File: src/rtl/core/pwt_pkg.sv
// Shared types and constants of the PID controller with twiddle tuning.
package pwt_pkg;

	localparam int ERR_W      = 32;
	localparam int GAIN_W     = 32;
	localparam int REG_W      = 31;
	localparam int DIFF_W     = 33;
	localparam int INTEG_W    = 64;
	localparam int SCALE_BITS = 16;
	localparam int FACTOR_W   = 17;

	localparam logic [FACTOR_W-1:0] SCALE_TENTH = 17'd6554;
	localparam logic [FACTOR_W-1:0] SCALE_UP    = 17'd72090;
	localparam logic [FACTOR_W-1:0] SCALE_DOWN  = 17'd58982;

	localparam logic [REG_W-1:0] TOL_RESET = 31'd655;

	localparam int QUEUE_DEPTH = 2;
	localparam int QPTR_W      = $clog2(QUEUE_DEPTH);

	typedef enum logic [1:0] {
		REG_PROP,
		REG_INTEG,
		REG_DERIV,
		REG_TOL
	} cfg_reg_t;

	typedef enum logic [1:0] {
		GAIN_P,
		GAIN_I,
		GAIN_D
	} gain_idx_t;

	typedef enum logic [1:0] {
		PH_INIT,
		PH_RAISED,
		PH_LOWERED
	} tune_phase_t;

	typedef enum logic [2:0] {
		FE_IDLE,
		FE_DECIDE,
		FE_LOAD,
		FE_SCALE,
		FE_WRITE,
		FE_PUSH
	} fe_state_t;

	typedef enum logic [1:0] {
		BE_IDLE,
		BE_MUL,
		BE_ACC,
		BE_SAT
	} be_state_t;

	typedef enum logic [1:0] {
		MS_PROP,
		MS_DERIV,
		MS_INTEG_LO,
		MS_INTEG_HI
	} mul_step_t;

	typedef struct packed {
		logic signed [GAIN_W-1:0]  kp;
		logic signed [GAIN_W-1:0]  ki;
		logic signed [GAIN_W-1:0]  kd;
		logic signed [ERR_W-1:0]   err;
		logic signed [DIFF_W-1:0]  diff;
		logic signed [INTEG_W-1:0] integ;
		logic                      conv;
	} work_t;

endpackage

File: src/rtl/core/pwt_back.sv
// Back end: steering sum on one shared multiplier, saturation and output register.
module pwt_back import pwt_pkg::*; #(
	parameter int FRAC_BITS = 16
) (
	input  logic                    clk,
	input  logic                    arst_n,
	input  logic                    q_valid,
	input  work_t                   q_head,
	output logic                    q_pop,
	output logic                    out_valid,
	input  logic                    out_stall,
	output logic signed [ERR_W-1:0] steer_out,
	output logic                    tuning_converged
);

	localparam int MUL_W = GAIN_W + DIFF_W;
	localparam int ACC_W = GAIN_W + INTEG_W + 2;
	localparam logic signed [ACC_W-1:0] ACC_ONE  = ACC_W'(1);
	localparam logic signed [ACC_W-1:0] NEG_2_63 = -(ACC_ONE <<< 63);
	localparam logic signed [ACC_W-1:0] T_LOW    = -((ACC_ONE <<< 31) - ACC_ONE);
	localparam logic signed [ACC_W-1:0] T_HIGH   = ACC_ONE <<< 31;

	be_state_t state_q, state_d;
	mul_step_t cnt_q;
	work_t     cur_q;

	logic signed [GAIN_W-1:0] mul_a;
	logic signed [DIFF_W-1:0] mul_b;
	logic signed [MUL_W-1:0]  prod_s1;
	logic                     pvld_s1, phi_s1;
	logic signed [ACC_W-1:0]  acc_q, addend, shifted, negated;
	logic signed [ERR_W-1:0]  steer_d;
	logic                     out_load;

	logic                    out_valid_q;
	logic signed [ERR_W-1:0] steer_q;
	logic                    conv_q;

	always_comb begin
		case (cnt_q)
			MS_PROP: begin
				mul_a = cur_q.kp;
				mul_b = DIFF_W'(cur_q.err);
			end
			MS_DERIV: begin
				mul_a = cur_q.kd;
				mul_b = cur_q.diff;
			end
			MS_INTEG_LO: begin
				mul_a = cur_q.ki;
				mul_b = signed'({1'b0, cur_q.integ[31:0]});
			end
			default: begin
				mul_a = cur_q.ki;
				mul_b = DIFF_W'(signed'(cur_q.integ[INTEG_W-1:32]));
			end
		endcase
	end

	assign addend  = phi_s1 ? (ACC_W'(prod_s1) <<< 32) : ACC_W'(prod_s1);
	assign shifted = acc_q >>> FRAC_BITS;
	assign negated = -shifted;

	always_comb begin
		if (shifted == NEG_2_63) begin
			steer_d = 32'sh8000_0000;
		end else if (shifted < T_LOW) begin
			steer_d = 32'sh7FFF_FFFF;
		end else if (shifted > T_HIGH) begin
			steer_d = 32'sh8000_0000;
		end else begin
			steer_d = negated[ERR_W-1:0];
		end
	end

	always_comb begin
		state_d  = state_q;
		q_pop    = 1'b0;
		out_load = 1'b0;
		case (state_q)
			BE_IDLE: begin
				if (q_valid) begin
					q_pop   = 1'b1;
					state_d = BE_MUL;
				end
			end
			BE_MUL: begin
				if (cnt_q == MS_INTEG_HI) begin
					state_d = BE_ACC;
				end
			end
			BE_ACC: state_d = BE_SAT;
			BE_SAT: begin
				if (!out_valid_q || !out_stall) begin
					out_load = 1'b1;
					state_d  = BE_IDLE;
				end
			end
			default: state_d = BE_IDLE;
		endcase
	end

	always_ff @(posedge clk or negedge arst_n) begin
		if (!arst_n) begin
			state_q     <= BE_IDLE;
			cnt_q       <= MS_PROP;
			pvld_s1     <= 1'b0;
			out_valid_q <= 1'b0;
		end else begin
			state_q <= state_d;
			pvld_s1 <= state_q == BE_MUL;
			if (q_pop) begin
				cnt_q <= MS_PROP;
			end else if (state_q == BE_MUL) begin
				cnt_q <= mul_step_t'(cnt_q + 2'd1);
			end
			if (out_load) begin
				out_valid_q <= 1'b1;
			end else if (!out_stall) begin
				out_valid_q <= 1'b0;
			end
		end
	end

	always_ff @(posedge clk) begin
		if (q_pop) begin
			cur_q <= q_head;
			acc_q <= '0;
		end else if (pvld_s1) begin
			acc_q <= acc_q + addend;
		end
		prod_s1 <= mul_a * mul_b;
		phi_s1  <= cnt_q == MS_INTEG_HI;
		if (out_load) begin
			steer_q <= steer_d;
			conv_q  <= cur_q.conv;
		end
	end

	assign out_valid        = out_valid_q;
	assign steer_out        = steer_q;
	assign tuning_converged = conv_q;

endmodule

File: config.mk
export PLATFORM = sky130hd
export DESIGN_NAME = pwt_back
export DESIGN_NICKNAME = d
export VERILOG_FILES = /design/src/rtl/core/pwt_pkg.sv /design/src/rtl/core/pwt_back.sv
export SDC_FILE = /design/constraint.sdc
export NUM_CORES = 2
export LEC_CHECK = 0
export BUFFER_PORTS_ARGS = -buffer_cell sky130_fd_sc_hd__buf_2
export CAP_MARGIN = 20
export CORE_UTILIZATION = 25
export CTS_CLUSTER_DIAMETER = 80
export DETAILED_ROUTE_END_ITERATION = 10
export PLACE_DENSITY = 0.46
export SLEW_MARGIN = 20
export SYNTH_ARGS = -nofsm -noshare
export SYNTH_HDL_FRONTEND = slang
export SYNTH_SLANG_ARGS = --single-unit
File: constraint.sdc
create_clock -name clk -period 22.1 [get_ports clk]
set_input_delay 4.42 -clock clk [delete_from_list [all_inputs] [get_ports clk]]
set_output_delay 4.42 -clock clk [all_outputs]
set_load 0.02 [all_outputs]
==> metrics <==
post-synth top area share 38.0%; Post-layout nets 8003; CP required 22.66 ns; postcts setup bufs 0; Hold Buf Count CTS 0; worst-margin pin slew 1.18 ns; FMAX 0.0918 GHz; first drt pass iteration count 7; EDFF count, synth 259; CTS buffer count 55; synthesized area 58700 µm²; Netlist cell types 94; Die W 487 µm; Vias/cell 4.67; yosys warns 0; synth top area cells fa_1 (38%), edfxtp_1 (13%), inv_1 (7.2%); Initial Util 25.2%; TritonCTS Sinks 429; initial antenna violation count 30; Setup Skew 0.0529 ns; worst r2r dst prod_s1[58]; endpoints failing setup 0; most used cell, CP fa_1; hold endpoint tuning_converged; startpoint types flip-flop; CTS tree built; Fin. Hold Viols 0; Die Ht 487 µm; Mean Syn Cell Area 9.39 µm²; Setup crit end kind flip-flop; Tmin final 10.89 ns; Core Util, Final 28.2%; max_slew headroom 21.5%; status finished, final reports clean; Setup CP Type flip-flop to flip-flop; total track usage 17.9%; Clock Pin Slew Worst Setup and Hold Paths 0.06 ns; met1 usage 25.2%; met3 Track Usage GR 3.56%; CP Max Fanout 31; HP Class flip-flop to flip-flop; hold depth 0; Clk Tree Root Cell clkbuf_16; via count 44.6k; vias in the first global route 47.5k; Gate Count Post-Synth 6253; multi-input logic area 42500 µm²; DRC 0; Yosys reg bits 429; initial drt markers 3426; clock buffer depth 3; Port-buffer cells 264; Rows 177; largest net degree at the start of global routing 78; die area 237000 µm²; H-tree depth 2; max-slew violations 0; Fill cells 24.9k; WL final 211000 µm; Top FF cell, synth edfxtp_1; PostCTS Resize Cnt 0; post-route cell area 65700 µm²; Placeable Area 233000 µm²; I/O pin count 265; worst reg-to-reg path cell count 31; first-pass GRT wire length 314000 µm; asr flop ratio synth 1.40%; Post-DP HPWL 168000 µm; HP Start cur_q[0]; share of cells above drive strength 1 9.30%; Critical Path AT 11.45 ns; GRT met2 Usage 27.3%; cell taking the most area after synthesis fa_1; sequential-to-total area share from yosys stat 19.1%; CP max stage cell a21o_1; slowest stage delay, CP 0.78 ns; Mapped Nets 7890; Sequential cell area 11200 µm²; setup_tns 0 ns; Final Cycle Share 49.3%; placed cell area 63800 µm²; total grt overflow 0; Final GP Congestion 0.906; Syn-to-layout area delta 11.9%; Routed WL per cell 22.1 µm; R2R Setup Slk 11.21 ns; Worst-Skew Late Latency 0.70 ns; RR Startpoint cnt_q[0]; RSZ-0062 raised after global routing no; GR peak layer met2; ANT nets after route 0; max-cap check violation count 0
==> synthesized netlist by cell type, drive strengths merged, types with 8 or more instances <==
library cell / number
inv: 1133
fa: 1113
nand2: 792
nor2: 762
ha: 294
edfxtp: 259
a21oi: 256
clkbuf: 254
dfxtp: 164
xnor2: 115
a21o: 107
o21ai: 107
mux2i: 94
mux2: 63
xor2: 62
nand4: 56
nor2b: 46
nand2b: 44
nand3: 43
nor3: 43
buf: 41
a22oi: 40
a211oi: 33
a31oi: 32
o21bai: 31
and3: 28
a22o: 25
nor4: 21
o21a: 18
o211ai: 17
or3: 15
o31ai: 12
or2: 12
a21boi: 9
and4: 9
a31o: 8
nand3b: 8
==> metrics by stage <==
step	cells	hold WS, ns	setup WS (ns)
after floorplan	6253	0.400	6.24
after global placement	9440	0.404	11.17
after detailed placement	9440	0.407	11.11
after CTS	9541	0.422	11.10
after global routing	9543	0.436	10.65
final	9548	0.420	11.21
==> sequential cells by signal, indices dropped and copies added (netlist names), 2 cells and up <==
| register | flops |
|---|---|
| cur_q | 226 |
| acc_q | 98 |
| prod_s1 | 65 |
| steer_out | 32 |
| cnt_q | 2 |
| state_q | 2 |
==> routing by layer <==
metal	wire length, µm	share of wire, %
met1	97000	46
met2	90700	43
met3	15900	7.5
met4	7370	3.5
met5	231	0.11
==> worst max-delay path by stage <==
stage | endpoint | start | cells past startpoint
4_1_cts | prod_s1[58] | cnt_q[0] | 29
5_1_grt | prod_s1[58] | cnt_q[0] | 29
3_3_place_gp | prod_s1[58] | cnt_q[0] | 31
6_report | prod_s1[58] | cnt_q[0] | 31
2_1_floorplan | q_pop | q_valid | 5
3_5_place_dp | prod_s1[58] | cnt_q[0] | 29
==> cell families after synthesis <==
group           count (synthesis)  share of synthesized area [%]
xor+xnor                      177                           2.64
fa+ha+maj                    1407                           44.2
mux                           157                           2.81
flops                         429                           19.1
simple gates                 1905                           13.7
buf+inv                      1430                           9.21
compound gates                748                           8.36
==> cells in the final DEF, fill, tap and decap left out, types with 73 or more instances in the layout <==
cell      netlist  final
inv_1        1132   1131
fa_1         1113   1113
nand2_1       792    792
nor2_1        762    760
ha_1          294    291
buf_2          18    264
edfxtp_1      259    259
a21oi_1       250    230
dfxtp_1       164    163
xnor2_1       115    115
a21o_1        106    106
o21ai_0        96     95
buf_4           1     86
mux2i_1        94     73
==> critical path, delay by kind of cell, from the launching register on <==
kind,cells,cell delay [ns]
buffers and inverters,7,1.00
AO/OA/AOI/OAI,9,3.44
XOR/XNOR,1,0.15
flip-flops,1,0.41
AND/OR/NAND/NOR,4,0.90
adder cells (fa/ha/maj),10,4.81
==> cell type report <==
class	instances	area share, %
clock buffer	69	2.22
clock inverter	32	0.516
sequential	429	17.1
multi-input combinational	4394	64.7
inverter	1135	6.50
tap	3132	5.97
antenna	6	0.0229
timing repair buffer	351	3.04
Power is left out: the tool's default activity adds up to more than one toggle a clock period on the data nets, which glitch-free logic cannot reach.
