### config.mk
export PLATFORM = sky130hd
export DESIGN_NAME = pwt_front
export DESIGN_NICKNAME = d
export VERILOG_FILES = /design/src/rtl/core/pwt_pkg.sv /design/src/rtl/core/pwt_front.sv
export SDC_FILE = /design/constraint.sdc
export NUM_CORES = 2
export LEC_CHECK = 0
export ABC_AREA = 1
export ABC_CLOCK_PERIOD_IN_PS = 8800
export CAP_MARGIN = 10
export CORE_MARGIN = 4
export CORE_UTILIZATION = 66
export DETAILED_ROUTE_END_ITERATION = 8
export DONT_BUFFER_PORTS = 1
export PLACE_DENSITY_LB_ADDON = 0.2
export SLEW_MARGIN = 40
export SYNTH_ARGS = -nofsm -noshare
export SYNTH_HDL_FRONTEND = slang
export SYNTH_SLANG_ARGS = --single-unit
### constraint.sdc
create_clock -name clk -period 8.8 [get_ports clk]
set_input_delay 0 -clock clk [delete_from_list [all_inputs] [get_ports clk]]
set_output_delay 0 -clock clk [all_outputs]
set_load 0.01 [all_outputs]
### src/rtl/core/pwt_pkg.sv
// Shared types and constants of the PID controller with twiddle tuning.
package pwt_pkg;

	localparam int ERR_W      = 32;
	localparam int GAIN_W     = 32;
	localparam int REG_W      = 31;
	localparam int DIFF_W     = 33;
	localparam int INTEG_W    = 64;
	localparam int SCALE_BITS = 16;
	localparam int FACTOR_W   = 17;

	localparam logic [FACTOR_W-1:0] SCALE_TENTH = 17'd6554;
	localparam logic [FACTOR_W-1:0] SCALE_UP    = 17'd72090;
	localparam logic [FACTOR_W-1:0] SCALE_DOWN  = 17'd58982;

	localparam logic [REG_W-1:0] TOL_RESET = 31'd655;

	localparam int QUEUE_DEPTH = 2;
	localparam int QPTR_W      = $clog2(QUEUE_DEPTH);

	typedef enum logic [1:0] {
		REG_PROP,
		REG_INTEG,
		REG_DERIV,
		REG_TOL
	} cfg_reg_t;

	typedef enum logic [1:0] {
		GAIN_P,
		GAIN_I,
		GAIN_D
	} gain_idx_t;

	typedef enum logic [1:0] {
		PH_INIT,
		PH_RAISED,
		PH_LOWERED
	} tune_phase_t;

	typedef enum logic [2:0] {
		FE_IDLE,
		FE_DECIDE,
		FE_LOAD,
		FE_SCALE,
		FE_WRITE,
		FE_PUSH
	} fe_state_t;

	typedef enum logic [1:0] {
		BE_IDLE,
		BE_MUL,
		BE_ACC,
		BE_SAT
	} be_state_t;

	typedef enum logic [1:0] {
		MS_PROP,
		MS_DERIV,
		MS_INTEG_LO,
		MS_INTEG_HI
	} mul_step_t;

	typedef struct packed {
		logic signed [GAIN_W-1:0]  kp;
		logic signed [GAIN_W-1:0]  ki;
		logic signed [GAIN_W-1:0]  kd;
		logic signed [ERR_W-1:0]   err;
		logic signed [DIFF_W-1:0]  diff;
		logic signed [INTEG_W-1:0] integ;
		logic                      conv;
	} work_t;

endpackage

### src/rtl/core/pwt_front.sv
// Front end: input buffer, error terms, integral, twiddle tuning and gain reload.
module pwt_front import pwt_pkg::*; #(
	parameter int SUM_BITS = 40
) (
	input  logic                    clk,
	input  logic                    arst_n,
	input  logic                    in_valid,
	output logic                    in_stall,
	input  logic signed [ERR_W-1:0] track_error,
	input  logic                    tune_enable,
	input  logic                    cfg_we,
	input  logic [1:0]              cfg_index,
	input  logic [REG_W-1:0]        cfg_data,
	output logic                    push_req,
	input  logic                    q_full,
	output work_t                   push_word
);

	localparam int TOTAL_W = REG_W + 2;
	localparam int PROD_W  = REG_W + FACTOR_W;
	localparam logic [PROD_W:0] ROUND_HALF = (PROD_W + 1)'(1) << (SCALE_BITS - 1);
	localparam logic signed [GAIN_W-1:0] BEST_RESET = 32'sh7FFF_FFFF;

	function automatic logic signed [GAIN_W-1:0] sat32(input logic signed [GAIN_W+1:0] v);
		if (v > 34'sd2147483647) begin
			return 32'sh7FFF_FFFF;
		end else if (v < -34'sd2147483648) begin
			return 32'sh8000_0000;
		end
		return v[GAIN_W-1:0];
	endfunction

	fe_state_t state_q, state_d;

	logic                    buf_valid_q;
	logic signed [ERR_W-1:0] buf_err_q;
	logic                    buf_tune_q;
	logic                    take, start_load, need_scale, gain_wr;

	logic [REG_W-1:0]         gain_reg_q [3];
	logic [REG_W-1:0]         tol_q;
	logic signed [GAIN_W-1:0] gain_q [3];
	logic [REG_W-1:0]         step_q [3];
	logic signed [ERR_W-1:0]  best_q, last_q;
	logic signed [SUM_BITS-1:0] sum_q;
	tune_phase_t              phase_q;
	gain_idx_t                sel_q, sel_next;
	logic                     load_pend_q, load_run_q;
	gain_idx_t                load_idx_q, load_idx_next, scale_idx_q;

	logic signed [ERR_W-1:0]  item_err_q;
	logic signed [DIFF_W-1:0] item_diff_q;
	logic                     item_tune_q;

	logic [REG_W-1:0]    mul_a_q;
	logic [FACTOR_W-1:0] mul_c_q;
	logic [PROD_W-1:0]   prod_q;

	logic signed [DIFF_W-1:0]   diff_new;
	logic signed [SUM_BITS:0]   sum_wide;
	logic signed [SUM_BITS-1:0] sum_new;
	logic [TOTAL_W-1:0]         step_total;
	logic                       over, hit;
	logic signed [GAIN_W+1:0]   gain_ext, step_ext;
	logic signed [GAIN_W-1:0]   gain_plus, gain_minus;
	logic [PROD_W:0]            rounded;
	logic [PROD_W-SCALE_BITS:0] rounded_sh;
	logic [REG_W-1:0]           scaled;

	assign gain_wr = cfg_we && (cfg_reg_t'(cfg_index) != REG_TOL);

	assign diff_new = DIFF_W'(buf_err_q) - DIFF_W'(last_q);
	assign sum_wide = (SUM_BITS + 1)'(sum_q) + (SUM_BITS + 1)'(buf_err_q);
	assign sum_new  = (sum_wide[SUM_BITS] != sum_wide[SUM_BITS-1]) ?
		{sum_wide[SUM_BITS], {(SUM_BITS - 1){~sum_wide[SUM_BITS]}}} : sum_wide[SUM_BITS-1:0];

	assign step_total = TOTAL_W'(step_q[0]) + TOTAL_W'(step_q[1]) + TOTAL_W'(step_q[2]);
	assign over       = step_total > TOTAL_W'(tol_q);
	assign hit        = item_err_q < best_q;

	assign gain_ext   = (GAIN_W + 2)'(gain_q[sel_q]);
	assign step_ext   = (GAIN_W + 2)'(step_q[sel_q]);
	assign gain_plus  = sat32(gain_ext + step_ext);
	assign gain_minus = sat32(gain_ext - (step_ext <<< 1));

	assign rounded    = (PROD_W + 1)'(prod_q) + ROUND_HALF;
	assign rounded_sh = rounded[PROD_W:SCALE_BITS];
	assign scaled     = (rounded_sh > (PROD_W - SCALE_BITS + 1)'({REG_W{1'b1}})) ?
		{REG_W{1'b1}} : rounded_sh[REG_W-1:0];

	always_comb begin
		case (sel_q)
			GAIN_P:  sel_next = GAIN_I;
			GAIN_I:  sel_next = GAIN_D;
			default: sel_next = GAIN_P;
		endcase
		case (load_idx_q)
			GAIN_P:  load_idx_next = GAIN_I;
			GAIN_I:  load_idx_next = GAIN_D;
			default: load_idx_next = GAIN_P;
		endcase
	end

	always_comb begin
		state_d    = state_q;
		start_load = 1'b0;
		take       = 1'b0;
		push_req   = 1'b0;
		need_scale = item_tune_q && over &&
			((phase_q == PH_RAISED && hit) || phase_q == PH_LOWERED);
		case (state_q)
			FE_IDLE: begin
				if (load_pend_q) begin
					start_load = 1'b1;
					state_d    = FE_LOAD;
				end else if (buf_valid_q) begin
					take    = 1'b1;
					state_d = FE_DECIDE;
				end
			end
			FE_DECIDE: state_d = need_scale ? FE_SCALE : FE_PUSH;
			FE_LOAD:   state_d = FE_SCALE;
			FE_SCALE:  state_d = FE_WRITE;
			FE_WRITE: begin
				if (!load_run_q) begin
					state_d = FE_PUSH;
				end else if (load_idx_q == GAIN_D) begin
					state_d = FE_IDLE;
				end else begin
					state_d = FE_LOAD;
				end
			end
			FE_PUSH: begin
				push_req = 1'b1;
				if (!q_full) begin
					state_d = FE_IDLE;
				end
			end
			default: state_d = FE_IDLE;
		endcase
		in_stall = buf_valid_q && !take;
	end

	always_ff @(posedge clk or negedge arst_n) begin
		if (!arst_n) begin
			state_q <= FE_IDLE;
		end else begin
			state_q <= state_d;
		end
	end

	always_ff @(posedge clk or negedge arst_n) begin
		if (!arst_n) begin
			buf_valid_q <= 1'b0;
			for (int j = 0; j < 3; j++) begin
				gain_reg_q[j] <= '0;
				gain_q[j]     <= '0;
				step_q[j]     <= '0;
			end
			tol_q       <= TOL_RESET;
			best_q      <= BEST_RESET;
			last_q      <= '0;
			sum_q       <= '0;
			phase_q     <= PH_INIT;
			sel_q       <= GAIN_P;
			load_pend_q <= 1'b0;
			load_run_q  <= 1'b0;
			load_idx_q  <= GAIN_P;
		end else begin
			buf_valid_q <= (in_valid && !in_stall) || (buf_valid_q && !take);

			if (cfg_we) begin
				case (cfg_reg_t'(cfg_index))
					REG_PROP, REG_INTEG, REG_DERIV: gain_reg_q[cfg_index] <= cfg_data;
					REG_TOL:                        tol_q <= cfg_data;
					default:                        ;
				endcase
			end
			load_pend_q <= gain_wr || (load_pend_q && !start_load);

			case (state_q)
				FE_IDLE: begin
					if (start_load) begin
						for (int j = 0; j < 3; j++) begin
							gain_q[j] <= {1'b0, gain_reg_q[j]};
						end
						best_q     <= BEST_RESET;
						load_idx_q <= GAIN_P;
						load_run_q <= 1'b1;
					end else if (take) begin
						last_q <= buf_err_q;
						sum_q  <= sum_new;
					end
				end
				FE_DECIDE: begin
					if (item_tune_q) begin
						if (!over) begin
							if (hit) begin
								best_q <= item_err_q;
							end
							phase_q <= PH_INIT;
						end else begin
							case (phase_q)
								PH_INIT: begin
									gain_q[sel_q] <= gain_plus;
									phase_q       <= PH_RAISED;
								end
								PH_RAISED: begin
									if (hit) begin
										best_q  <= item_err_q;
										phase_q <= PH_INIT;
										sel_q   <= sel_next;
									end else begin
										gain_q[sel_q] <= gain_minus;
										phase_q       <= PH_LOWERED;
									end
								end
								PH_LOWERED: begin
									if (hit) begin
										best_q <= item_err_q;
									end else begin
										gain_q[sel_q] <= gain_plus;
									end
									sel_q   <= sel_next;
									phase_q <= PH_INIT;
								end
								default: ;
							endcase
						end
					end
				end
				FE_WRITE: begin
					step_q[scale_idx_q] <= scaled;
					if (load_run_q) begin
						load_idx_q <= load_idx_next;
						if (load_idx_q == GAIN_D) begin
							load_run_q <= 1'b0;
						end
					end
				end
				default: ;
			endcase
		end
	end

	always_ff @(posedge clk) begin
		if (in_valid && !in_stall) begin
			buf_err_q  <= track_error;
			buf_tune_q <= tune_enable;
		end
		if (take) begin
			item_err_q  <= buf_err_q;
			item_diff_q <= diff_new;
			item_tune_q <= buf_tune_q;
		end
		case (state_q)
			FE_DECIDE: begin
				mul_a_q     <= step_q[sel_q];
				mul_c_q     <= (phase_q == PH_LOWERED && !hit) ? SCALE_DOWN : SCALE_UP;
				scale_idx_q <= sel_q;
			end
			FE_LOAD: begin
				mul_a_q     <= gain_reg_q[load_idx_q];
				mul_c_q     <= SCALE_TENTH;
				scale_idx_q <= load_idx_q;
			end
			FE_SCALE: prod_q <= mul_a_q * mul_c_q;
			default:  ;
		endcase
	end

	always_comb begin
		push_word.kp    = gain_q[GAIN_P];
		push_word.ki    = gain_q[GAIN_I];
		push_word.kd    = gain_q[GAIN_D];
		push_word.err   = item_err_q;
		push_word.diff  = item_diff_q;
		push_word.integ = INTEG_W'(sum_q);
		push_word.conv  = step_total <= TOTAL_W'(tol_q);
	end

endmodule

==> key figures <==
Outcome
  • Outcome: complete, no violations

Placement
  • Port-buffer cells: 0
  • Post-DP HPWL: 147000 um
  • Placer congestion estimate: 1.01

Floorplan
  • Ports: 299
  • Die width: 292 um
  • Core area: 0.0795 mm2
  • Initial Util: 0.670
  • Cell row count: 103
  • Die height: 292 um
  • Die area: 0.0853 mm2

CTS
  • Clk sinks: 597
  • Root Buffer Master: clkbuf_16
  • CTS tree: built
  • Clock latency on the worst-skew pair: 0.64 ns
  • CTS buffer count: 70
  • Max H-tree Level: 3
  • Clock Pin Slew Worst Setup and Hold Paths: 0.07 ns
  • Post-CTS setup buffer count: 0
  • Clock buffer depth: 3

Logic synthesis
  • Synth cell types: 61
  • Post-synth net total: 7571
  • Largest cells by area after synthesis: dfrtp_1 18%, fa_1 16%, nand2_1 14%
  • Gate Count Post-Synth: 6688
  • Yosys reg bits: approximately 600
  • Most common cell in the netlist: nand2_1
  • Mean Syn Cell Area: 7.97 um2
  • Ys flop type: dfrtp_1
  • Mapped Area: 0.0533 mm2
  • EDFF count, synth: 168
  • Synth top area share: 0.184
  • Seq/Total Area, Yosys: 0.297
  • FFs w/ async S/R, synth: 0.719
  • Yosys Warn Count: 0
  • Most frequent cells after synthesis: 1973 x nand2_1, 973 x inv_1, 439 x fa_1
  • Yosys top cell by area: dfrtp_1

GRT
  • First-pass GRT wire length: 290000 um
  • Vias in the first global route: around 48000
  • Pin count of the biggest net entering global routing: 430
  • Antenna violations before repair: 27
  • Gr ovfl total: 0
  • Tot GR Track Use: 0.446

Final layout
  • Area grow syn2layout: 8.18%
  • Layout cell share with drive strength beyond 1: 0.0464
  • Final Net Count: 7568
  • Multi-input logic area: about 0.033 mm2
  • Fillers: 6101
  • FF/Latch Area: between 0.015 and 0.02 mm2

Setup path
  • Kind of critical path: flop to flop
  • Cell family with most CP delay: adder cells
  • Crit path DAT: 7.71 ns
  • R2r startpoint: mul_c_q[15]
  • Largest stage delay, worst path: 0.74 ns
  • CP Max Fanout: 17
  • Buf/Inv on CP: 5
  • Worst-path cell chain: buf_4, nand2_1, inv_1, fa_1, fa_1, inv_1, fa_1, fa_1, fa_1, inv_1, fa_1, ha_1, nand2_1, nor2_1, inv_1, nor2_1, nand2_1, nand3_1, a21oi_1, o21ai_0, a21oi_1, o21ai_0, xor2_1
  • Worst setup SP type: flop
  • CP required: 9.17 ns
  • Crit. End Element: flop
  • Crit-path slowest cell: edfxtp_1
  • Worst R2R Setup Slack: 1.45 ns
  • Worst-case reg-to-reg path depth: 23
  • WP depth: 23
  • Reg2reg end: prod_q[43]
  • CP most frequent cell: fa_1

Job
  • Maxcap violations: 0

STA
  • Final Setup Violations: 0
  • Actual slew at the worst max-slew pin: 0.980 ns
  • Slew Viols, Final: 0
  • Hold Vio Cnt, Final: 0
  • Unrepaired setup endpoints after global routing: false
  • Setup TNS: 0 ns
  • Fmax achieved: 136 MHz
  • Tmin final: 7.35 ns
  • Clk_skew: 0.0440 ns
  • Fin crit share: 0.835
  • Relative slew slack: 0.343

Drt
  • DRC viols: 0
  • Vias per inst: around 6.2
  • Via count: between 40000 and 50000
  • Iter 0 DRT Violations: 6245
  • Post-route ant nets: 0
  • WL final: around 190000 um
  • Wire length per cell after detailed routing: around 25 um
  • Router iterations before antenna repair: 9

Min path
  • Worst Hold Path EP: buf_err_q[8]
  • HP Class: input pin to flop
  • Hold_sp: track_error[8]
  • Hold Path Depth: 1
[final cells by class]
cell class,instances,area share
flip-flops and latches,597,0.275
diodes,25,0.00109
multi-input cells,4873,0.569
well taps,1050,0.0228
repair buffers,161,0.0277
inverters,982,0.0640
clock inverters,32,0.00725
clock buffers,96,0.0340
[placed cells by master, fill, tap and decap left out, drive strengths merged, types with 19 or more instances in the layout]
cell type and instances:
nand2 1980, inv 986, fa 439, nor2 425
o21ai 396, dfrtp 392, ha 373, a21oi 351
nand3 206, edfxtp 168, nand4 115, dlygate4sd3 103
clkbuf 96, xor2 93, xnor2 90, a22oi 60
buf 58, a31oi 54, nor3 48, o21a 42
dfstp 37, or2 34, diode 25, a21o 25
nand3b 21, o21bai 19, o211ai 19, clkinv 19
[state kept, by name, indices dropped and copies added, names as in the netlist, 2 cells and up]
| name | cells |
|---|---|
| push_word | 96 |
| gain_reg_q | 93 |
| step_q | 93 |
| sum_q | 40 |
| item_diff_q | 33 |
| prod_q | 33 |
| best_q | 32 |
| buf_err_q | 32 |
| item_err_q | 32 |
| last_q | 32 |
| mul_a_q | 31 |
| tol_q | 31 |
| mul_c_q | 3 |
| state_q | 3 |
| load_idx_q | 2 |
| phase_q | 2 |
| scale_idx_q | 2 |
| sel_q | 2 |
[repair_timing]
item / in CTS / in global routing
hold buffers: 102 / 3
resized for setup: 0 / 0
endpoints found under the hold margin: 608 / 197
[cells by family (layout without fill, tap and decap cells)]
logic type                 count (synthesis)  in the layout  share of synthesized area
buffers and inverters                   1218           1271                     0.0907
AOI/OAI and AO/OA                       1026           1026                      0.111
and+or+nand+nor                         2852           2852                      0.219
DFF                                      597            597                      0.297
other                                      0             25                          0
adders and majority gates                812            812                      0.253
xor gates and xnor gates                 183            183                     0.0302
[worst register-to-register path: stages, from the launching register on]
cell and delay [ns]:
edfxtp_1 0.74, buf_4 0.36, nand2_1 0.15, inv_1 0.40, fa_1 0.53, fa_1 0.55, inv_1 0.05, fa_1 0.53
fa_1 0.46, fa_1 0.56, inv_1 0.06, fa_1 0.48, ha_1 0.34, nand2_1 0.08, nor2_1 0.16, inv_1 0.11
nor2_1 0.10, nand2_1 0.05, nand3_1 0.12, a21oi_1 0.14, o21ai_0 0.60, a21oi_1 0.21, o21ai_0 0.24, xor2_1 0.09
[worst max path at each step]
stage                     start         end  slack [ns]
finish              mul_c_q[15]  prod_q[43]        1.45
global placement    mul_c_q[15]  prod_q[43]        1.67
floorplan           mul_c_q[15]  prod_q[43]        2.71
global route        mul_c_q[15]  prod_q[47]        1.15
detailed placement  mul_c_q[15]  prod_q[43]        1.60
CTS                 mul_c_q[15]  prod_q[43]        1.60
[stage by stage]
stage	instances	util	cell area (um2)	hold slack [ns]	setup slack (ns)
final	7816	0.725	57600	0.0249	1.45
after global placement	7549	0.678	53900	-0.287	1.67
after CTS	7783	0.722	57400	-0.967	1.60
after detailed placement	7553	0.679	54000	-0.287	1.60
after floorplan	6688	-	53300	-0.296	2.71
after global routing	7810	0.725	57600	0.0289	1.15
[layer usage]
layer | routed length (um) | track usage
met5 | 39 | 0
met4 | 16800 | 0.301
met3 | 26900 | 0.165
met2 | 80500 | 0.652
met1 | 68200 | 0.554
Power is not shown: default switching activity piles up to over one toggle a cycle in this logic, so the estimate is an artifact.
