## src/rtl/core/pwt_pkg.sv

```systemverilog
// Shared types and constants of the PID controller with twiddle tuning.
package pwt_pkg;

	localparam int ERR_W      = 32;
	localparam int GAIN_W     = 32;
	localparam int REG_W      = 31;
	localparam int DIFF_W     = 33;
	localparam int INTEG_W    = 64;
	localparam int SCALE_BITS = 16;
	localparam int FACTOR_W   = 17;

	localparam logic [FACTOR_W-1:0] SCALE_TENTH = 17'd6554;
	localparam logic [FACTOR_W-1:0] SCALE_UP    = 17'd72090;
	localparam logic [FACTOR_W-1:0] SCALE_DOWN  = 17'd58982;

	localparam logic [REG_W-1:0] TOL_RESET = 31'd655;

	localparam int QUEUE_DEPTH = 2;
	localparam int QPTR_W      = $clog2(QUEUE_DEPTH);

	typedef enum logic [1:0] {
		REG_PROP,
		REG_INTEG,
		REG_DERIV,
		REG_TOL
	} cfg_reg_t;

	typedef enum logic [1:0] {
		GAIN_P,
		GAIN_I,
		GAIN_D
	} gain_idx_t;

	typedef enum logic [1:0] {
		PH_INIT,
		PH_RAISED,
		PH_LOWERED
	} tune_phase_t;

	typedef enum logic [2:0] {
		FE_IDLE,
		FE_DECIDE,
		FE_LOAD,
		FE_SCALE,
		FE_WRITE,
		FE_PUSH
	} fe_state_t;

	typedef enum logic [1:0] {
		BE_IDLE,
		BE_MUL,
		BE_ACC,
		BE_SAT
	} be_state_t;

	typedef enum logic [1:0] {
		MS_PROP,
		MS_DERIV,
		MS_INTEG_LO,
		MS_INTEG_HI
	} mul_step_t;

	typedef struct packed {
		logic signed [GAIN_W-1:0]  kp;
		logic signed [GAIN_W-1:0]  ki;
		logic signed [GAIN_W-1:0]  kd;
		logic signed [ERR_W-1:0]   err;
		logic signed [DIFF_W-1:0]  diff;
		logic signed [INTEG_W-1:0] integ;
		logic                      conv;
	} work_t;

endpackage

```

## src/rtl/core/pwt_queue.sv

```systemverilog
// Short queue of classified words between the front end and the back end.
module pwt_queue import pwt_pkg::*; (
	input  logic  clk,
	input  logic  arst_n,
	input  logic  push_req,
	output logic  q_full,
	input  work_t push_word,
	input  logic  q_pop,
	output logic  q_valid,
	output work_t q_head
);

	work_t              mem_q [QUEUE_DEPTH];
	logic [QPTR_W-1:0]  wr_ptr_q, rd_ptr_q;
	logic [QPTR_W:0]    count_q;
	logic               push_fire;

	assign q_full    = count_q == (QPTR_W + 1)'(QUEUE_DEPTH);
	assign q_valid   = count_q != '0;
	assign q_head    = mem_q[rd_ptr_q];
	assign push_fire = push_req && !q_full;

	always_ff @(posedge clk or negedge arst_n) begin
		if (!arst_n) begin
			wr_ptr_q <= '0;
			rd_ptr_q <= '0;
			count_q  <= '0;
		end else begin
			if (push_fire) begin
				wr_ptr_q <= (wr_ptr_q == QPTR_W'(QUEUE_DEPTH - 1)) ? '0 : wr_ptr_q + 1'b1;
			end
			if (q_pop) begin
				rd_ptr_q <= (rd_ptr_q == QPTR_W'(QUEUE_DEPTH - 1)) ? '0 : rd_ptr_q + 1'b1;
			end
			count_q <= count_q + (QPTR_W + 1)'(push_fire) - (QPTR_W + 1)'(q_pop);
		end
	end

	always_ff @(posedge clk) begin
		if (push_fire) begin
			mem_q[wr_ptr_q] <= push_word;
		end
	end

endmodule

```

## config.mk

```make
export PLATFORM = sky130hd
export DESIGN_NAME = pwt_queue
export DESIGN_NICKNAME = d
export VERILOG_FILES = /design/src/rtl/core/pwt_pkg.sv /design/src/rtl/core/pwt_queue.sv
export SDC_FILE = /design/constraint.sdc
export NUM_CORES = 1
export LEC_CHECK = 0
export BUFFER_PORTS_ARGS = -buffer_cell sky130_fd_sc_hd__clkbuf_2
export CAP_MARGIN = 20
export CORE_MARGIN = 4
export CORE_UTILIZATION = 52
export DETAILED_ROUTE_END_ITERATION = 10
export GPL_TIMING_DRIVEN = 0
export HOLD_SLACK_MARGIN = 0.06
export PLACE_DENSITY = 0.88
export SLEW_MARGIN = 5
export SYNTH_ARGS = -nofsm -noshare
export SYNTH_HDL_FRONTEND = slang
export SYNTH_SLANG_ARGS = --single-unit
```

## constraint.sdc

```tcl
create_clock -name clk -period 12.9 [get_ports clk]
set_input_delay 2.58 -clock clk [delete_from_list [all_inputs] [get_ports clk]]
set_output_delay 2.58 -clock clk [all_outputs]
set_load 0.02 [all_outputs]
```

==> impl_results.html, run 1 <==
<table>
<tr><th>Metric</th><th>Value</th></tr>
<tr><th colspan="2">Finish</th></tr>
<tr><td>Layout Area Growth over Synthesis</td><td>26.84%</td></tr>
<tr><td>Total Nets Final</td><td>around 1,500</td></tr>
<tr><td>Number of non-filler instances in the completed layout</td><td>about 1,700</td></tr>
<tr><td>Fill cell total of the finished layout</td><td>around 2,000</td></tr>
<tr><td>Final cell utilization of the core</td><td>66.73%</td></tr>
<tr><td>Share of layout cells above drive strength 1</td><td>approximately 62%</td></tr>
<tr><td>ANT cells</td><td>0</td></tr>
<tr><th colspan="2">Critical path</th></tr>
<tr><td>Critical path type</td><td>flip-flop to output pin</td></tr>
<tr><td>Critical path data arrival time</td><td>~2100 ps</td></tr>
<tr><td>Critical path's slowest cell</td><td>mux2_2</td></tr>
<tr><td>Required time of the worst setup path</td><td>just over 10,000 ps</td></tr>
<tr><td>Startpoint types</td><td>flip-flop</td></tr>
<tr><td>CP Capture Type</td><td>output pin</td></tr>
<tr><td>Beginning of the worst register-to-register path</td><td>count_q[1]</td></tr>
<tr><td>Cell-by-cell trace of the critical path</td><td>buf_2, buf_4, mux2_2, clkbuf_2</td></tr>
<tr><td>Max FO, Critical Path</td><td>10</td></tr>
<tr><td>Beginning of the critical path</td><td>rd_ptr_q</td></tr>
<tr><td>CP max stage delay</td><td>around 420 ps</td></tr>
<tr><th colspan="2">Yosys</th></tr>
<tr><td>Number of library cell types mapped by synthesis</td><td>16</td></tr>
<tr><td>Largest area contributor in the synthesized netlist</td><td>edfxtp_1</td></tr>
<tr><td>Combinational family with the most area after synthesis</td><td>multiplexers</td></tr>
<tr><td>Cell area after technology mapping</td><td>roughly 0.017 mm2</td></tr>
<tr><td>Adder and majority cell fraction of the synthesized area</td><td>0.1507%</td></tr>
<tr><td>Synthesized Nets</td><td>~950</td></tr>
<tr><td>Sequential share of the synthesized area</td><td>approximately 82%</td></tr>
<tr><td>Total of warnings raised by yosys</td><td>0</td></tr>
<tr><td>Xor/xnor share of the synthesized area</td><td>less than 1%</td></tr>
<tr><td>Fraction of the mapped netlist area in compound gates</td><td>0%</td></tr>
<tr><td>Primary FF master, synth</td><td>edfxtp_1</td></tr>
<tr><td>Most repeated cell in the gate-level netlist after synthesis</td><td>edfxtp_1</td></tr>
<tr><td>Proportion of synthesized flip-flops having asynchronous set or reset</td><td>less than 1%</td></tr>
<tr><td>Top-area cell type share of the netlist area</td><td>between 80% and 90%</td></tr>
<tr><td>Mux cell area share after synthesis</td><td>between 10% and 20%</td></tr>
<tr><td>Flip-flop and latch count after synthesis</td><td>roughly 460</td></tr>
<tr><td>Simple-gate area share of the yosys netlist</td><td>0.1583%</td></tr>
<tr><td>Number of flops mapped to enable cells by yosys</td><td>between 400 and 500</td></tr>
<tr><td>Post-synth top cells</td><td>edfxtp_1, mux2_2, mux2_4, buf_4, buf_2</td></tr>
<tr><td>Top cells by area, synth</td><td>edfxtp_1, mux2_2, mux2_4</td></tr>
<tr><td>Synthesized instance count</td><td>720</td></tr>
<tr><td>Avg Inst Size Synth</td><td>roughly 23 um2</td></tr>
<tr><th colspan="2">Power and ir drop</th></tr>
<tr><td>Leakage power</td><td>between 8 and 9 nW</td></tr>
<tr><td>Fraction of power spent switching nets</td><td>between 30% and 40%</td></tr>
<tr><td>Internal power summed over all cells</td><td>around 0.0034 W</td></tr>
<tr><td>Pwr Total</td><td>just over 0.005 W</td></tr>
<tr><td>Reported net switching power</td><td>around 0.0017 W</td></tr>
<tr><td>Share of total power in the clock network</td><td>between 20% and 30%</td></tr>
<tr><td>Sequential fraction of design power</td><td>40.8%</td></tr>
<tr><td>Power per standard cell area</td><td>about 240 mW/mm2</td></tr>
<tr><td>Max rail drop VDD</td><td>roughly 0.18 mV</td></tr>
<tr><td>Combinational group share of total power</td><td>a little over a third</td></tr>
<tr><th colspan="2">Clock network</th></tr>
<tr><td>Clock sink total</td><td>~460</td></tr>
<tr><td>Worst-path clk slew</td><td>about 60 ps</td></tr>
<tr><td>Post-CTS Repair Setup Buffers</td><td>0</td></tr>
<tr><td>Clock Tree Buf Depth</td><td>3</td></tr>
<tr><td>TritonCTS clock tree</td><td>done</td></tr>
<tr><td>Root cell of the clock tree</td><td>clkbuf_16</td></tr>
<tr><td>Post-cts gate resize count</td><td>0</td></tr>
<tr><td>Worst skew pair latency</td><td>about 520 ps</td></tr>
<tr><td>Clock buffer count from CTS</td><td>45</td></tr>
<tr><td>Hold-fix buffers, CTS</td><td>0</td></tr>
<tr><td>Maximum level of the CTS H-tree</td><td>2</td></tr>
<tr><th colspan="2">Floorplanning</th></tr>
<tr><td>DIE AREA</td><td>about 0.035 mm2</td></tr>
<tr><td>Floorplan row count</td><td>65</td></tr>
<tr><td>Die Y-Extent</td><td>186.7 um</td></tr>
<tr><td>Initial Utilization</td><td>a little over half</td></tr>
<tr><td>Horizontal die dimension</td><td>between 150 and 200 um</td></tr>
<tr><td>I/O Pins</td><td>~460</td></tr>
<tr><td>Core outline area</td><td>0.03156 mm2</td></tr>
<tr><th colspan="2">Route</th></tr>
<tr><td>Number of iterations in the first detailed-routing pass</td><td>4</td></tr>
<tr><td>Antenna viol nets, final</td><td>0</td></tr>
<tr><td>Post-detailed-route wirelength per cell</td><td>between 20 and 25 um</td></tr>
<tr><td>Via count</td><td>between 8,000 and 9,000</td></tr>
<tr><td>Aggregate routed wire length</td><td>between 30,000 and 40,000 um</td></tr>
<tr><td>Routed via count divided by cell count</td><td>~5.3</td></tr>
<tr><td>Initial drt markers</td><td>442</td></tr>
<tr><td>Remaining design rule violation count</td><td>0</td></tr>
<tr><th colspan="2">Global route</th></tr>
<tr><td>Largest net degree at the start of global routing</td><td>slightly above 60</td></tr>
<tr><td>Overall track demand over capacity in global routing</td><td>about a fifth</td></tr>
<tr><td>Via count of the first global-routing pass</td><td>9,535</td></tr>
<tr><td>Wire length of the first global-routing pass</td><td>approximately 56,000 um</td></tr>
<tr><td>Initial antenna violation count</td><td>1</td></tr>
<tr><td>Total grt overflow</td><td>0</td></tr>
<tr><th colspan="2">Timing</th></tr>
<tr><td>Tightest slew margin relative to the limit</td><td>a little under three fifths</td></tr>
<tr><td>Max-slew violation count</td><td>0</td></tr>
<tr><td>Accumulated negative setup slack</td><td>0 ps</td></tr>
<tr><td>Period utilization</td><td>between 30% and 40%</td></tr>
<tr><td>Fin Hold WS</td><td>just over 500 ps</td></tr>
<tr><td>Tightest Pin Transition</td><td>approximately 670 ps</td></tr>
<tr><td>Setup violation total in the final timing report</td><td>0</td></tr>
<tr><td>Crit path time final</td><td>4659 ps</td></tr>
<tr><td>Number of hold violations in the final report</td><td>0</td></tr>
<tr><td>Fmax</td><td>~210 MHz</td></tr>
<tr><td>Setup Skew</td><td>slightly above 9 ps</td></tr>
<tr><td>RSZ-0062 raised after global routing</td><td>no</td></tr>
<tr><th colspan="2">Job</th></tr>
<tr><td>Number of max-capacitance violations reported</td><td>0</td></tr>
<tr><th colspan="2">Run status</th></tr>
<tr><td>Run status</td><td>finished, final reports clean</td></tr>
<tr><th colspan="2">Place</th></tr>
<tr><td>Placer Congestion</td><td>a little under 0.8</td></tr>
<tr><td>HPWL Detailed</td><td>about 26,000 um</td></tr>
<tr><td>Quantity of I/O buffers inserted on ports</td><td>between 400 and 500</td></tr>
<tr><td>Placed cell count</td><td>1,590</td></tr>
<tr><th colspan="2">Min path</th></tr>
<tr><td>Worst Hold Class</td><td>flip-flop to flip-flop</td></tr>
<tr><td>HP Start</td><td>count_q[1]</td></tr>
</table>
## flip-flops by register name (all words and copies together), names as in the netlist
signal    count
mem_q       452
count_q       2
rd_ptr_q      1
wr_ptr_q      1
## cell families (layout without fill, tap and decap cells)
| kind of cell | after synthesis | count (layout) |
|---|---|---|
| xor+xnor | 4 | 4 |
| fa+ha+maj | 2 | 2 |
| buf+inv | 27 | 579 |
| flops | 456 | 456 |
| mux | 226 | 226 |
| simple gates | 5 | 5 |
## per-stage QoR
step           worst slack (ps)  area [um2]
6_report                   8241       21060
4_1_cts                    8181       21060
3_5_place_dp               8625       19640
3_3_place_gp              -4755       19390
2_1_floorplan             45.28       16600
5_1_grt                    8144       21060
## power groups by stage
stage	clock [W]	sequential, W	combinational, W
after floorplan	0	0.00221	0.00116
after global placement	0	0.00228	0.00170
after detailed placement	0	0.00212	0.00179
after CTS	0.00127	0.00210	0.00181
after global routing	0.00134	0.00212	0.00188
final	0.00125	0.00209	0.00179
## path summary, 6_finish.rpt
path | to | slack (ps) | cells past startpoint
max in group asynchronous | wr_ptr_q | 10930 | 1
worst min-delay path | count_q[1] | 510 | 1
min in group asynchronous | count_q[0] | 1850 | 1
worst max-delay path | q_head[159] | 8240 | 4
worst min register to register | count_q[1] | 510 | 1
worst max register to register | mem_q[0][90] | 10780 | 5
## cell type report
class	instances	area [um2]	area share (%)
clock inverter	27	203.9	0.9685
sequential	456	13670	64.93
inverter	2	7.507	0.03565
multi-input combinational	237	2756	13.09
tap	402	503.0	2.389
clock buffer	57	1214	5.763
buffer	25	177.7	0.8437
timing repair buffer	468	2522	11.98
## layer usage
layer | wire [um] | share of wire [%] | track usage, %
met5 | 13 | 0.035 | 0
met4 | 1313 | 3.5 | 7.765
met3 | 3528 | 9.5 | 6.734
met2 | 19430 | 52 | 37.10
met1 | 12860 | 35 | 23.25
## worst max-delay path, delay by kind of cell, from the launching register on
family   cells  cell delay (ps)
buf+inv      3              790
mux          1              420
flops        1              330
## cells in the final DEF, fill, tap and decap left out, types with 2 or more instances in the layout
cell	count
buf_2	10
bufinv_16	3
clkinv_2	8
xnor2_1	3
clkbuf_2	457
clkbuf_1	10
clkinv_1	13
mux2_2	196
inv_6	2
buf_12	9
edfxtp_1	452
buf_6	4
clkbuf_16	47
dfrtp_1	4
ha_1	2
mux2_4	30
buf_16	2
inv_1	2
buf_4	11
No activity file was read; power rests on OpenSTA's default activity.
==> run 2, diff against run 1 <==
==> constraint.sdc (replaced) <==
create_clock -name clk -period 4.4 [get_ports clk]
set_input_delay 0.88 -clock clk [delete_from_list [all_inputs] [get_ports clk]]
set_output_delay 0.88 -clock clk [all_outputs]
set_load 0.02 [all_outputs]
==> run 2 against run 1 <==
Hold slack worse by 360 ps. Final cell count hardly changed. Sequential power grew to 2.9 times the previous value. Routed wire length decreased by 1.5%. Via count down 0.59%. Flip-flop and latch count did not move. Clock power grew to 3.0 times the previous value. Clock-buffer cell count grew 2. Final area up 0.49%. Non-clock buffer count up 1. Sequential share of layout area fell by 0.32 points. Combinational power rose to 2.9 times the previous value. Highest routed layer is now met4.
==> impl_results.html, run 2 (synthesis gave the netlist of run 1 again) <==
<table>
<tr><th>Metric</th><th>Value</th></tr>
<tr><th colspan="2">Power and ir drop</th></tr>
<tr><td>Pwr Total</td><td>approximately 0.015 W</td></tr>
<tr><td>Power per standard cell area</td><td>between 700 and 800 mW/mm2</td></tr>
<tr><td>Max rail drop VDD</td><td>0.5657 mV</td></tr>
<tr><td>Leakage power</td><td>about 8.2 nW</td></tr>
<tr><th colspan="2">Critical path</th></tr>
<tr><td>CP max stage delay</td><td>roughly 400 ps</td></tr>
<tr><td>Critical path data arrival time</td><td>2000 ps</td></tr>
<tr><td>Required time of the worst setup path</td><td>roughly 3500 ps</td></tr>
<tr><td>Critical path type</td><td>flip-flop to output pin</td></tr>
<tr><td>Cell-by-cell trace of the critical path</td><td>buf_2, buf_4, mux2_2, clkbuf_2</td></tr>
<tr><td>Top cell family by delay on the critical path</td><td>buffers and inverters</td></tr>
<tr><td>Critical path's slowest cell</td><td>mux2_2</td></tr>
<tr><td>Number of buffers and inverters on the critical path</td><td>3</td></tr>
<tr><td>Flop-to-flop setup slack</td><td>around 1700 ps</td></tr>
<tr><td>Max FO, Critical Path</td><td>10</td></tr>
<tr><td>CP Capture Type</td><td>output pin</td></tr>
<tr><td>Startpoint types</td><td>flip-flop</td></tr>
<tr><th colspan="2">Clock network</th></tr>
<tr><td>Maximum level of the CTS H-tree</td><td>2</td></tr>
<tr><td>Clock sink total</td><td>around 460</td></tr>
<tr><td>Post-CTS Repair Setup Buffers</td><td>0</td></tr>
<tr><td>Worst-path clk slew</td><td>roughly 60 ps</td></tr>
<tr><td>Clock Tree Buf Depth</td><td>3</td></tr>
<tr><td>TritonCTS clock tree</td><td>done</td></tr>
<tr><td>Clock buffer count from CTS</td><td>45</td></tr>
<tr><td>Hold-fix buffers, CTS</td><td>0</td></tr>
<tr><td>Root cell of the clock tree</td><td>clkbuf_16</td></tr>
<tr><td>Worst skew pair latency</td><td>~520 ps</td></tr>
<tr><td>Post-cts gate resize count</td><td>0</td></tr>
<tr><th colspan="2">Global route</th></tr>
<tr><td>Largest net degree at the start of global routing</td><td>65</td></tr>
<tr><td>Via count of the first global-routing pass</td><td>around 9,600</td></tr>
<tr><td>Overall track demand over capacity in global routing</td><td>roughly 20%</td></tr>
<tr><td>Initial antenna violation count</td><td>1</td></tr>
<tr><td>Wire length of the first global-routing pass</td><td>55,720 um</td></tr>
<tr><td>Total grt overflow</td><td>0</td></tr>
<tr><th colspan="2">Place</th></tr>
<tr><td>Quantity of I/O buffers inserted on ports</td><td>around 460</td></tr>
<tr><td>Placer Congestion</td><td>0.8011</td></tr>
<tr><td>Post-placement worst setup slack</td><td>around 1300 ps</td></tr>
<tr><td>Post-DP Area</td><td>0.01971 mm2</td></tr>
<tr><td>HPWL Detailed</td><td>around 26,000 um</td></tr>
<tr><th colspan="2">Finish</th></tr>
<tr><td>Largest registers</td><td>mem_q (452), count_q (2)</td></tr>
<tr><td>Most used cells in the layout excluding fill and tap cells</td><td>clkbuf_2, edfxtp_1, mux2_2</td></tr>
<tr><td>ANT cells</td><td>0</td></tr>
<tr><td>Register name with the most flops</td><td>mem_q</td></tr>
<tr><td>Total Nets Final</td><td>1,468</td></tr>
<tr><td>Share of layout cells above drive strength 1</td><td>61.45%</td></tr>
<tr><td>Layout Area Growth over Synthesis</td><td>27.46%</td></tr>
<tr><td>Area taken by multi-input logic gates</td><td>between 0.002 and 0.003 mm2</td></tr>
<tr><td>Sequential standard cell area</td><td>about 0.014 mm2</td></tr>
<tr><td>Fill cell total of the finished layout</td><td>roughly 2,000</td></tr>
<tr><td>Flip-flop count of the largest register, all copies and words added</td><td>~450</td></tr>
<tr><td>Final cell utilization of the core</td><td>67.06%</td></tr>
<tr><td>Most common cell after layout, fill and taps aside</td><td>clkbuf_2</td></tr>
<tr><td>Design area</td><td>0.02116 mm2</td></tr>
<tr><th colspan="2">Run status</th></tr>
<tr><td>Run status</td><td>finished, final reports clean</td></tr>
<tr><th colspan="2">Floorplanning</th></tr>
<tr><td>DIE AREA</td><td>roughly 0.035 mm2</td></tr>
<tr><td>Horizontal die dimension</td><td>186.7 um</td></tr>
<tr><td>Floorplan row count</td><td>65</td></tr>
<tr><td>Initial Utilization</td><td>approximately 53%</td></tr>
<tr><td>I/O Pins</td><td>around 460</td></tr>
<tr><td>Core outline area</td><td>0.03156 mm2</td></tr>
<tr><td>Die Y-Extent</td><td>about 190 um</td></tr>
<tr><th colspan="2">Timing</th></tr>
<tr><td>RSZ-0062 raised after global routing</td><td>no</td></tr>
<tr><td>Number of hold violations in the final report</td><td>0</td></tr>
<tr><td>Setup Skew</td><td>10.82 ps</td></tr>
<tr><td>Max-slew violation count</td><td>0</td></tr>
<tr><td>Period utilization</td><td>65.44%</td></tr>
<tr><td>Fmax</td><td>approximately 350 MHz</td></tr>
<tr><td>Crit path time final</td><td>2879 ps</td></tr>
<tr><td>Tightest Pin Transition</td><td>801.2 ps</td></tr>
<tr><td>Setup violation total in the final timing report</td><td>0</td></tr>
<tr><td>Setup slack of the critical path after layout</td><td>about 1500 ps</td></tr>
<tr><td>Tightest slew margin relative to the limit</td><td>a little under half</td></tr>
<tr><th colspan="2">Route</th></tr>
<tr><td>Remaining design rule violation count</td><td>0</td></tr>
<tr><td>Number of iterations in the first detailed-routing pass</td><td>5</td></tr>
<tr><td>Antenna viol nets, final</td><td>0</td></tr>
<tr><td>Routed via count divided by cell count</td><td>roughly 5.2</td></tr>
<tr><td>Post-detailed-route wirelength per cell</td><td>between 20 and 25 um</td></tr>
<tr><td>Initial drt markers</td><td>450</td></tr>
<tr><td>Via count</td><td>around 8,800</td></tr>
<tr><td>Aggregate routed wire length</td><td>roughly 37,000 um</td></tr>
<tr><th colspan="2">Min path</th></tr>
<tr><td>Worst Hold Class</td><td>input port to async pin</td></tr>
<tr><th colspan="2">Job</th></tr>
<tr><td>Number of max-capacitance violations reported</td><td>0</td></tr>
</table>
-- run 2: cell types whose count changed in the layout (fill, tap and decap cells not counted), moves of 2 or more --
| cell | before | now |
|---|---|---|
| buf_12 | 9 | 6 |
| buf_16 | 2 | 6 |
| bufinv_16 | 3 | 5 |
| clkbuf_1 | 10 | 12 |
| clkinv_2 | 8 | 2 |
-- run 2: worst paths after layout --
kind / start / depth (start not counted) / end
worst max-delay path: rd_ptr_q / 4 / q_head[161]
worst min-delay path: arst_n / 1 / count_q[0]
worst max register to register: count_q[1] / 7 / mem_q[0][103]
worst min register to register: count_q[1] / 1 / count_q[1]
max in group asynchronous: arst_n / 1 / rd_ptr_q
min in group clk: count_q[1] / 1 / count_q[1]
-- run 2: metrics by stage --
| step | hold slack [ps] | cells | setup TNS (ps) |
|---|---|---|---|
| final | 154.6 | 1673 | 0 |
| after global routing | 125.0 | 1673 | 0 |
| after CTS | 125.2 | 1673 | 0 |
| after detailed placement | 492.5 | 1591 | 0 |
| after global placement | 478.7 | 1579 | -728050 |
| after floorplan | 460.4 | 720 | -65160 |
-- run 2: layout make-up --
cell class / count / share of cell area (%)
Sequential cell: 456 / 64.61
Multi-Input combinational cell: 237 / 13.10
Timing Repair Buffer: 469 / 12.16
Clock buffer: 59 / 5.771
Tap cell: 402 / 2.377
Clock inverter: 23 / 1.106
Buffer: 25 / 0.8396
Inverter: 2 / 0.03548
-- run 2: report_power, final --
part	switching (W)	internal [W]	leakage [nW]
clock network	0.00150	0.00224	0.701
logic	0.00323	0.00205	3.21
registers	0.000214	0.00592	4.24
total	0.00494	0.0102	8.15
-- run 2: layer usage --
layer	GRT usage, %	vias to the layer above	wire, um
li1	-	3922	-
met1	22.61	4372	12730
met2	37.03	391	19280
met3	7.164	83	3300
met4	7.537	0	1295
met5	0	-	0
-- run 2: worst register-to-register path: cells and delay by family, from the launching register on --
kind / cells / cell delay (ps)
AND/OR/NAND/NOR: 3 / 970
buffers and inverters: 4 / 1000
flip-flops: 1 / 400
==> run 3, diff against run 2 <==
--- a/config.mk
+++ b/config.mk
@@ -5,6 +5,7 @@
 export SDC_FILE = /design/constraint.sdc
 export NUM_CORES = 1
 export LEC_CHECK = 0
+export ABC_AREA = 1
 export BUFFER_PORTS_ARGS = -buffer_cell sky130_fd_sc_hd__clkbuf_2
 export CAP_MARGIN = 20
 export CORE_MARGIN = 4
==> constraint.sdc (replaced) <==
create_clock -name clk -period 3 [get_ports clk]
set_input_delay 0.6 -clock clk [delete_from_list [all_inputs] [get_ports clk]]
set_output_delay 0.6 -clock clk [all_outputs]
set_load 0.02 [all_outputs]
==> run 3 against run 2 <==
Critical path depth unchanged. Final cell count up 32%. Worst setup slack worse by 1300 ps. Clock-buffer cell count down 2. Hold slack better by 100 ps. Via count up 27%. Register-to-register slack worse by 1000 ps. Routed wire length up 17%. Sequential power up 47%. Power up 51%. First-iteration DRC count up 56%. Largest cell class unchanged. Largest power group unchanged.
==> impl_results.html, run 3 <==
<table>
<tr><th>Metric</th><th>Value</th></tr>
<tr><th colspan="2">Yosys</th></tr>
<tr><td>Top-area cell type share of the netlist area</td><td>80.15%</td></tr>
<tr><td>Synthesized Nets</td><td>roughly 1,400</td></tr>
<tr><td>Proportion of synthesized flip-flops having asynchronous set or reset</td><td>0.8772%</td></tr>
<tr><td>Top cells by area, synth</td><td>edfxtp_1, o21ai_0, nand2_1</td></tr>
<tr><td>Sequential share of the synthesized area</td><td>80.74%</td></tr>
<tr><td>Most repeated cell in the gate-level netlist after synthesis</td><td>edfxtp_1</td></tr>
<tr><td>Avg Inst Size Synth</td><td>approximately 14 um2</td></tr>
<tr><td>Largest area contributor in the synthesized netlist</td><td>edfxtp_1</td></tr>
<tr><td>Total of warnings raised by yosys</td><td>0</td></tr>
<tr><td>Post-synth top cells</td><td>edfxtp_1, nand2_1, inv_1, o21ai_0, o21ai_1</td></tr>
<tr><td>Cell area after technology mapping</td><td>roughly 0.017 mm2</td></tr>
<tr><td>Number of flops mapped to enable cells by yosys</td><td>roughly 450</td></tr>
<tr><td>Flip-flop and latch count after synthesis</td><td>approximately 460</td></tr>
<tr><td>Number of library cell types mapped by synthesis</td><td>14</td></tr>
<tr><td>Primary FF master, synth</td><td>edfxtp_1</td></tr>
<tr><td>Synthesized instance count</td><td>~1,200</td></tr>
<tr><th colspan="2">Power and ir drop</th></tr>
<tr><td>Max rail drop VDD</td><td>0.8413 mV</td></tr>
<tr><td>Power per standard cell area</td><td>around 1100 mW/mm2</td></tr>
<tr><td>Sequential fraction of design power</td><td>39.2%</td></tr>
<tr><td>Internal power summed over all cells</td><td>between 0.01 and 0.015 W</td></tr>
<tr><td>Fraction of power spent switching nets</td><td>around 38%</td></tr>
<tr><td>Combinational group share of total power</td><td>about 37%</td></tr>
<tr><td>Share of total power in the clock network</td><td>24.1%</td></tr>
<tr><td>Leakage power</td><td>between 9 and 10 nW</td></tr>
<tr><td>Reported net switching power</td><td>0.008710 W</td></tr>
<tr><td>Pwr Total</td><td>~0.023 W</td></tr>
<tr><th colspan="2">Run status</th></tr>
<tr><td>Run status</td><td>finished, final reports clean</td></tr>
<tr><th colspan="2">Floorplanning</th></tr>
<tr><td>Floorplan row count</td><td>between 60 and 70</td></tr>
<tr><td>I/O Pins</td><td>between 400 and 500</td></tr>
<tr><td>Initial Utilization</td><td>53.12%</td></tr>
<tr><td>Horizontal die dimension</td><td>188.5 um</td></tr>
<tr><td>Core outline area</td><td>0.03188 mm2</td></tr>
<tr><td>Die Y-Extent</td><td>~190 um</td></tr>
<tr><td>DIE AREA</td><td>around 0.036 mm2</td></tr>
<tr><th colspan="2">Global route</th></tr>
<tr><td>Total grt overflow</td><td>0</td></tr>
<tr><td>Initial antenna violation count</td><td>3</td></tr>
<tr><td>Via count of the first global-routing pass</td><td>between 10,000 and 15,000</td></tr>
<tr><td>Wire length of the first global-routing pass</td><td>roughly 65,000 um</td></tr>
<tr><td>Overall track demand over capacity in global routing</td><td>between 20% and 30%</td></tr>
<tr><td>Largest net degree at the start of global routing</td><td>42</td></tr>
<tr><th colspan="2">Route</th></tr>
<tr><td>Number of iterations in the first detailed-routing pass</td><td>5</td></tr>
<tr><td>Post-detailed-route wirelength per cell</td><td>19.49 um</td></tr>
<tr><td>Via count</td><td>about 11,000</td></tr>
<tr><td>Initial drt markers</td><td>703</td></tr>
<tr><td>Routed via count divided by cell count</td><td>5.043</td></tr>
<tr><td>Aggregate routed wire length</td><td>42,920 um</td></tr>
<tr><td>Remaining design rule violation count</td><td>0</td></tr>
<tr><td>Antenna viol nets, final</td><td>0</td></tr>
<tr><th colspan="2">Finish</th></tr>
<tr><td>Area taken by multi-input logic gates</td><td>0.002103 mm2</td></tr>
<tr><td>Design area</td><td>0.02161 mm2</td></tr>
<tr><td>Most used cells in the layout excluding fill and tap cells</td><td>clkbuf_2, edfxtp_1, nand2_1</td></tr>
<tr><td>Largest registers</td><td>mem_q (452), count_q (2)</td></tr>
<tr><td>Share of layout cells above drive strength 1</td><td>about a third</td></tr>
<tr><td>Layout Area Growth over Synthesis</td><td>27.59%</td></tr>
<tr><td>Total Nets Final</td><td>1,960</td></tr>
<tr><td>Fill cell total of the finished layout</td><td>about 2,000</td></tr>
<tr><td>Most common cell after layout, fill and taps aside</td><td>clkbuf_2</td></tr>
<tr><td>Sequential standard cell area</td><td>0.01367 mm2</td></tr>
<tr><td>Register name with the most flops</td><td>mem_q</td></tr>
<tr><td>Flip-flop count of the largest register, all copies and words added</td><td>452</td></tr>
<tr><th colspan="2">Critical path</th></tr>
<tr><td>Critical path data arrival time</td><td>~2200 ps</td></tr>
<tr><td>Startpoint types</td><td>flip-flop</td></tr>
<tr><td>Max FO, Critical Path</td><td>10</td></tr>
<tr><td>Beginning of the worst register-to-register path</td><td>count_q[0]</td></tr>
<tr><td>Required time of the worst setup path</td><td>2400 ps</td></tr>
<tr><td>Flop-to-flop setup slack</td><td>just under 700 ps</td></tr>
<tr><td>CP Capture Type</td><td>output pin</td></tr>
<tr><td>Path depth of the worst reg2reg path</td><td>7</td></tr>
<tr><td>Reg2reg end</td><td>mem_q[1][146]</td></tr>
<tr><td>Critical path type</td><td>flip-flop to output pin</td></tr>
<tr><th colspan="2">Min path</th></tr>
<tr><td>HP Start</td><td>push_word[198]</td></tr>
<tr><td>Worst Hold Endpoint</td><td>mem_q[1][198]</td></tr>
<tr><td>Worst Hold Class</td><td>input port to flip-flop</td></tr>
<tr><td>Number of cells on the worst hold path</td><td>1</td></tr>
<tr><th colspan="2">Timing</th></tr>
<tr><td>Setup Skew</td><td>roughly 12 ps</td></tr>
<tr><td>Crit path time final</td><td>around 2800 ps</td></tr>
<tr><td>Tightest slew margin relative to the limit</td><td>between 50 and 60%</td></tr>
<tr><td>Max-slew violation count</td><td>0</td></tr>
<tr><td>Fmax</td><td>358.8 MHz</td></tr>
<tr><td>Number of hold violations in the final report</td><td>0</td></tr>
<tr><td>Accumulated negative setup slack</td><td>0 ps</td></tr>
<tr><td>Tightest Pin Transition</td><td>661.9 ps</td></tr>
<tr><td>Period utilization</td><td>between 90% and 100%</td></tr>
<tr><td>RSZ-0062 raised after global routing</td><td>no</td></tr>
<tr><td>Setup violation total in the final timing report</td><td>0</td></tr>
<tr><th colspan="2">Job</th></tr>
<tr><td>Number of max-capacitance violations reported</td><td>0</td></tr>
<tr><th colspan="2">Place</th></tr>
<tr><td>Quantity of I/O buffers inserted on ports</td><td>457</td></tr>
<tr><td>HPWL Detailed</td><td>30,760 um</td></tr>
<tr><td>Post-DP Area</td><td>0.02010 mm2</td></tr>
<tr><td>Placer Congestion</td><td>roughly 0.83</td></tr>
<tr><th colspan="2">Clock network</th></tr>
<tr><td>Root cell of the clock tree</td><td>clkbuf_16</td></tr>
<tr><td>Maximum level of the CTS H-tree</td><td>2</td></tr>
<tr><td>Clock sink total</td><td>~460</td></tr>
<tr><td>Worst skew pair latency</td><td>530 ps</td></tr>
<tr><td>Clock buffer count from CTS</td><td>46</td></tr>
<tr><td>Worst-path clk slew</td><td>approximately 60 ps</td></tr>
<tr><td>Clock Tree Buf Depth</td><td>3</td></tr>
<tr><td>TritonCTS clock tree</td><td>done</td></tr>
</table>
## run 3: changes by cell type after synthesis, moves of 21 or more
| cell | change |
|---|---|
| o21ai_0 | +196 |
| o21ai_1 | +30 |
| clkbuf_1 | +21 |
| inv_1 | +232 |
| mux2_2 | -196 |
| mux2_4 | -30 |
| nand2_1 | +235 |
## run 3: what timing repair did
item | 4_1_cts | 5_1_grt
hold buffers | 1 | 0
setup buffers | 0 | 0
endpoints found under the setup margin | 0 | 1
endpoints found under the hold margin | 4 | 0
resized for setup | 0 | 2
## run 3: critical path, stage by stage, from the launching register on
cell,delay [ps]
dfrtp_1,350
buf_2,310
clkbuf_1,450
o21ai_0,320
clkbuf_2,230
## run 3: power groups by stage
stage                     Combinational (W)  Sequential, W  Clock [W]
after global routing                0.00905        0.00910    0.00592
after floorplan                     0.00488        0.00923          0
final                               0.00843        0.00900    0.00554
after CTS                           0.00848        0.00900    0.00563
after global placement              0.00779        0.00929          0
after detailed placement            0.00840        0.00912          0
## run 3: routing by layer
layer	track usage [%]	up-vias	share of wire, %
li1	-	5143	-
met5	0	-	0
met2	43.61	565	53
met4	8.408	0	3.6
met3	7.929	102	11
met1	25.43	5294	33
## run 3: cell type report
cell class	instances	share of cell area [%]
diodes	3	0.03474
plain buffers	50	1.482
inverters	234	4.082
well taps	435	2.519
clock buffers	57	5.814
repair buffers	472	12.00
flip-flops and latches	456	63.28
clock inverters	27	1.054
multi-input cells	468	9.734
## run 3: kinds of logic (layout without fill, tap and decap cells)
family,Yosys count,count (layout),synth area share [%]
AO/OA/AOI/OAI,226,226,6.679
XOR/XNOR,1,1,0.05173
adder cells (fa/ha/maj),2,2,0.1477
buffers and inverters,284,840,7.071
flip-flops,456,456,80.74
other,0,3,0
AND/OR/NAND/NOR,239,239,5.312
## run 3: how the worst max path moves through the flow
| stage | startpoint | end | depth (start not counted) |
|---|---|---|---|
| 2_1_floorplan | push_req | mem_q[0][0] | 2 |
| 3_3_place_gp | push_req | mem_q[0][110] | 3 |
| 3_5_place_dp | push_req | mem_q[1][142] | 6 |
| 4_1_cts | rd_ptr_q | q_head[84] | 4 |
| 5_1_grt | rd_ptr_q | q_head[100] | 4 |
| 6_report | rd_ptr_q | q_head[100] | 4 |
## run 3: stage by stage
stage	util [%]	setup slack [ps]	hold WS, ps	std cells
after floorplan	-	-1426	304.4	1208
after global placement	62.14	-3357	413.3	2100
after detailed placement	63.06	503.3	417.9	2114
after CTS	67.75	57.27	227.8	2199
after global routing	67.77	58.22	229.8	2202
final	67.77	213.0	255.7	2202
